===== src/design/prf_pkg.sv =====
// shared types and constants for the pair rank feedback filter
// no dependencies; imported by every module of the block
package prf_pkg;

  localparam int TABLE_ENTRIES = 1024;  // power of two, slot taken from hash bits
  localparam int MAX_PROBES    = 8;
  localparam int IDX_W         = $clog2(TABLE_ENTRIES);
  localparam int PROBE_W       = $clog2(MAX_PROBES);
  localparam int ID_W          = 32;
  localparam int KEY_W         = 2 * ID_W;
  localparam int SUM_W         = 48;
  localparam int CNT_W         = 16;
  localparam int THR_W         = 40;
  localparam int EPOCH_W       = 16;
  localparam int TAG_W         = 8;
  localparam int EXCL_W        = 32;
  localparam int MUL_A_W       = 40;
  localparam int MUL_B_W       = 32;
  localparam int MUL_P_W       = MUL_A_W + MUL_B_W;
  localparam int HASH_LSB      = 32;

  localparam logic [31:0] HASH_HI = 32'h9E3779B9;
  localparam logic [31:0] HASH_LO = 32'h7F4A7C15;

  localparam logic [1:0] REG_THRESHOLD = 2'd0;
  localparam logic [1:0] REG_MIN_FULL  = 2'd1;
  localparam logic [1:0] REG_EPOCH     = 2'd2;

  typedef struct packed {
    logic [TAG_W-1:0] tag;
    logic [KEY_W-1:0] key;
    logic [SUM_W-1:0] sum;
    logic [CNT_W-1:0] count;
  } entry_t;

  typedef struct packed {
    logic             rd_en;
    logic [IDX_W-1:0] rd_addr;
    logic             wr_en;
    logic [IDX_W-1:0] wr_addr;
    entry_t           wr_data;
  } tab_ctl_t;

endpackage


===== src/design/prf_mul.sv =====
// shared multiplier for key hashing and threshold products
// depends on prf_pkg
module prf_mul import prf_pkg::*; (
  input  logic               clk,
  input  logic               en,
  input  logic [MUL_A_W-1:0] a,
  input  logic [MUL_B_W-1:0] b,
  output logic [MUL_P_W-1:0] p
);

  always_ff @(posedge clk) begin
    if (en) begin
      p <= MUL_P_W'(a) * MUL_P_W'(b);
    end
  end

endmodule


===== config.mk =====
export PLATFORM = sky130hd
export DESIGN_NAME = prf_mul
export DESIGN_NICKNAME = d
export VERILOG_FILES = /design/src/design/prf_pkg.sv /design/src/design/prf_mul.sv
export SDC_FILE = /design/constraint.sdc
export NUM_CORES = 2
export LEC_CHECK = 0
export BUFFER_PORTS_ARGS = -buffer_cell sky130_fd_sc_hd__clkbuf_2
export CORE_ASPECT_RATIO = 0.5
export CORE_MARGIN = 1
export CORE_UTILIZATION = 67
export DETAILED_ROUTE_END_ITERATION = 6
export PLACE_DENSITY = 0.85
export RECOVER_POWER = 100
export SLEW_MARGIN = 20
export SYNTH_ARGS = -nofsm -noshare
export SYNTH_HDL_FRONTEND = slang
export SYNTH_SLANG_ARGS = --single-unit

===== constraint.sdc =====
create_clock -name clk -period 9.85 [get_ports clk]
set_input_delay 0.985 -clock clk [delete_from_list [all_inputs] [get_ports clk]]
set_output_delay 0.985 -clock clk [all_outputs]
set_load 0.05 [all_outputs]

==> impl_metrics.yaml <==
status:
  status: "complete, but fails checks"
  violations: "DRC, capacitance limit, slew limit"
cts:
  cts-buffers-inserted: 9
  clockRootBuffer: "clkbuf_16"
  ctsHoldBuffers: 0
  post_cts_buffers: 0
  cts_num_sinks: 72
  cts_tree: "built"
  htree_levels: 3
  clk_pin_slew_ns: 0.07
  clockBufferDepth: 2
yosys:
  postSynthNetCount: 6254
  yosysTopAreaCell: "fa_1"
  synth.ff_latch_count: 72
  synth_top_area_share_pct: 53.09
  synth_flop_cell: "edfxtp_1"
  syn_area_per_cell_um2: 8.975
  yosysWarnings: 0
  syn_inst: 4773
  netlist_area_um2: 42840
  ys_types: 59
  synth-edff-count: 72
  yosys-top-cells-area: "fa_1 53%, inv_1 11%, nand2_1 8.4%"
  async_reset_ff_share_pct: 0
  synth_seq_area_share_pct: 5.047
cells_and_area:
  area_delta_synth_final_pct: 4.171
  reg.largest.list: "p: 72 flops"
  finalNetCount: 6252
  nFillCells: 4500
  postLayoutCoreUtil_pct: 70.71
  top_register: "p"
  largest_reg_flops: 72
  drive_gt1_share_pct: 4.209
sta:
  tightest_slew_ns: 3.817
  fin_setup_tns_ns: 0
  fmax_mhz: 104.8
  hold_viol_final: 0
  setup-violations-final: 0
  timing.slew.headroom_pct: -154.5
  drv_slew: 109
  timing.final.crit_share_pct: 96.89
  rsz0062_at_grt: "false"
  finalHoldWorstSlack_ns: 0.9895
  fin_crit_ns: 9.544
worst_hold_path:
  hp-class: "in2reg"
  hold_depth: 1
setup_path:
  end_kind: "flop"
  required_ns: 9.97
  startpoint_type: "input pin"
  cp_max_fo: 10
  worst_ep_arrival_time_ns: 9.66
  crit_type: "in2reg"
drt:
  num_vias: 32760
  drcViolationCount: 1
  avgViaCountPerCell: 5.835
  drt-total-wl_um: 116800
  wl_per_cell_um: 20.81
  drt_iter0_drc: 2996
  ant_nets: 0
  firstDrtPassIters: 7
floorplanning:
  ios: 146
  core-area_um2: 63110
  placementRows: 65
  start_util_pct: 67.88
  die_h_um: 180.8
  dieArea_um2: 65010
  die_x_um: 359.6
global_routing:
  grt-ovfl-total: 0
  grt_pass1_vias: 36440
  track_usage_pct: 37.68
  antenna_found_initial: 4
  grt_pass1_wl_um: 187900
  grt_max_degree: 68
placed_design:
  port_buffers: 145
  place_congestion: 1.024
  dpl.hpwl_um: 97680
job:
  cap_viol_max_count: 2
## worst max-delay path: stages
cell	delay, ns
clkbuf_1	0.57
buf_4	0.30
nand2_1	0.10
fa_1	0.45
fa_1	0.54
inv_1	0.05
fa_1	0.47
fa_1	0.53
inv_1	0.06
fa_1	0.53
inv_1	0.05
fa_1	0.45
fa_1	0.49
inv_1	0.06
fa_1	0.49
inv_1	0.05
ha_1	0.29
nand4_1	0.25
nor4_1	0.52
a22oi_1	0.15
a21boi_0	0.23
o31ai_1	0.34
or3_1	0.28
o21ai_0	0.20
o311ai_0	0.82
a21oi_1	0.21
xnor2_1	0.17
## cell usage in the layout, fill, tap and decap left out, types with 9 or more instances in the layout
cell type	count
fa_1	1136
o21ai_0	47
and2_1	396
clkbuf_2	68
nor2_1	47
a21oi_1	82
nand2_1	955
edfxtp_1	72
xor2_1	29
ha_1	271
nand4_1	19
clkbuf_1	81
inv_1	1247
a21o_1	41
buf_4	107
xnor2_1	41
clkbuf_16	9
nand3_1	12
o21bai_1	17
## cells by family (layout without fill, tap and decap cells)
group	Yosys count	after routing	synth area share, %
AOI/OAI and AO/OA	243	243	3.733
xor gates and xnor gates	70	70	1.431
adders and majority gates	1407	1407	61.00
buffers and inverters	1520	1523	13.34
DFF	72	72	5.047
other	0	2	0
and+or+nand+nor	1461	1461	15.45
## through the flow
step | setup WS (ns) | instances | area, um^2
global route | 0.01058 | 5614 | 44620
global placement | 0.2065 | 5597 | 44470
detailed placement | 0.05623 | 5597 | 44470
floorplan | 1.631 | 4773 | 42840
CTS | 0.3974 | 5613 | 44760
finish | 0.3064 | 5615 | 44620
## final timing paths
check                 from    end  slack [ns]
worst max-delay path  a[9]  p[60]        0.31
worst min-delay path    en  p[65]        0.99
## final cells by class
type	count	area, um^2	share of cell area [%]
flip-flops and latches	72	2162	4.845
repair buffers	260	1500	3.362
multi-input cells	3181	34940	78.30
inverters	1247	4681	10.49
clock buffers	9	225.2	0.5047
clock inverters	7	62.56	0.1402
well taps	837	1047	2.347
diodes	2	5.005	0.01122
## per-layer routing
metal | GRT usage (%) | part of all wire (%)
met3 | 9.388 | 11
met5 | 0 | 0.011
met4 | 26.41 | 8.8
met1 | 44.38 | 33
met2 | 61.34 | 47
## synthesized netlist by cell type (all sizes together), types with 19 or more instances
cell / n
edfxtp: 72
clkbuf: 266
a21oi: 83
fa: 1136
a21o: 41
xnor2: 41
nand2: 955
inv: 1247
o21ai: 48
ha: 271
and2: 398
xor2: 29
nand4: 19
nor2: 47
## timing repair
action                     4_1_cts  5_1_grt
hold endpoints to repair         0        0
resized for setup                0        4
setup endpoints to repair        0        2
Power is not shown: default switching activity piles up to over one toggle a cycle in this logic, so the estimate is an artifact.
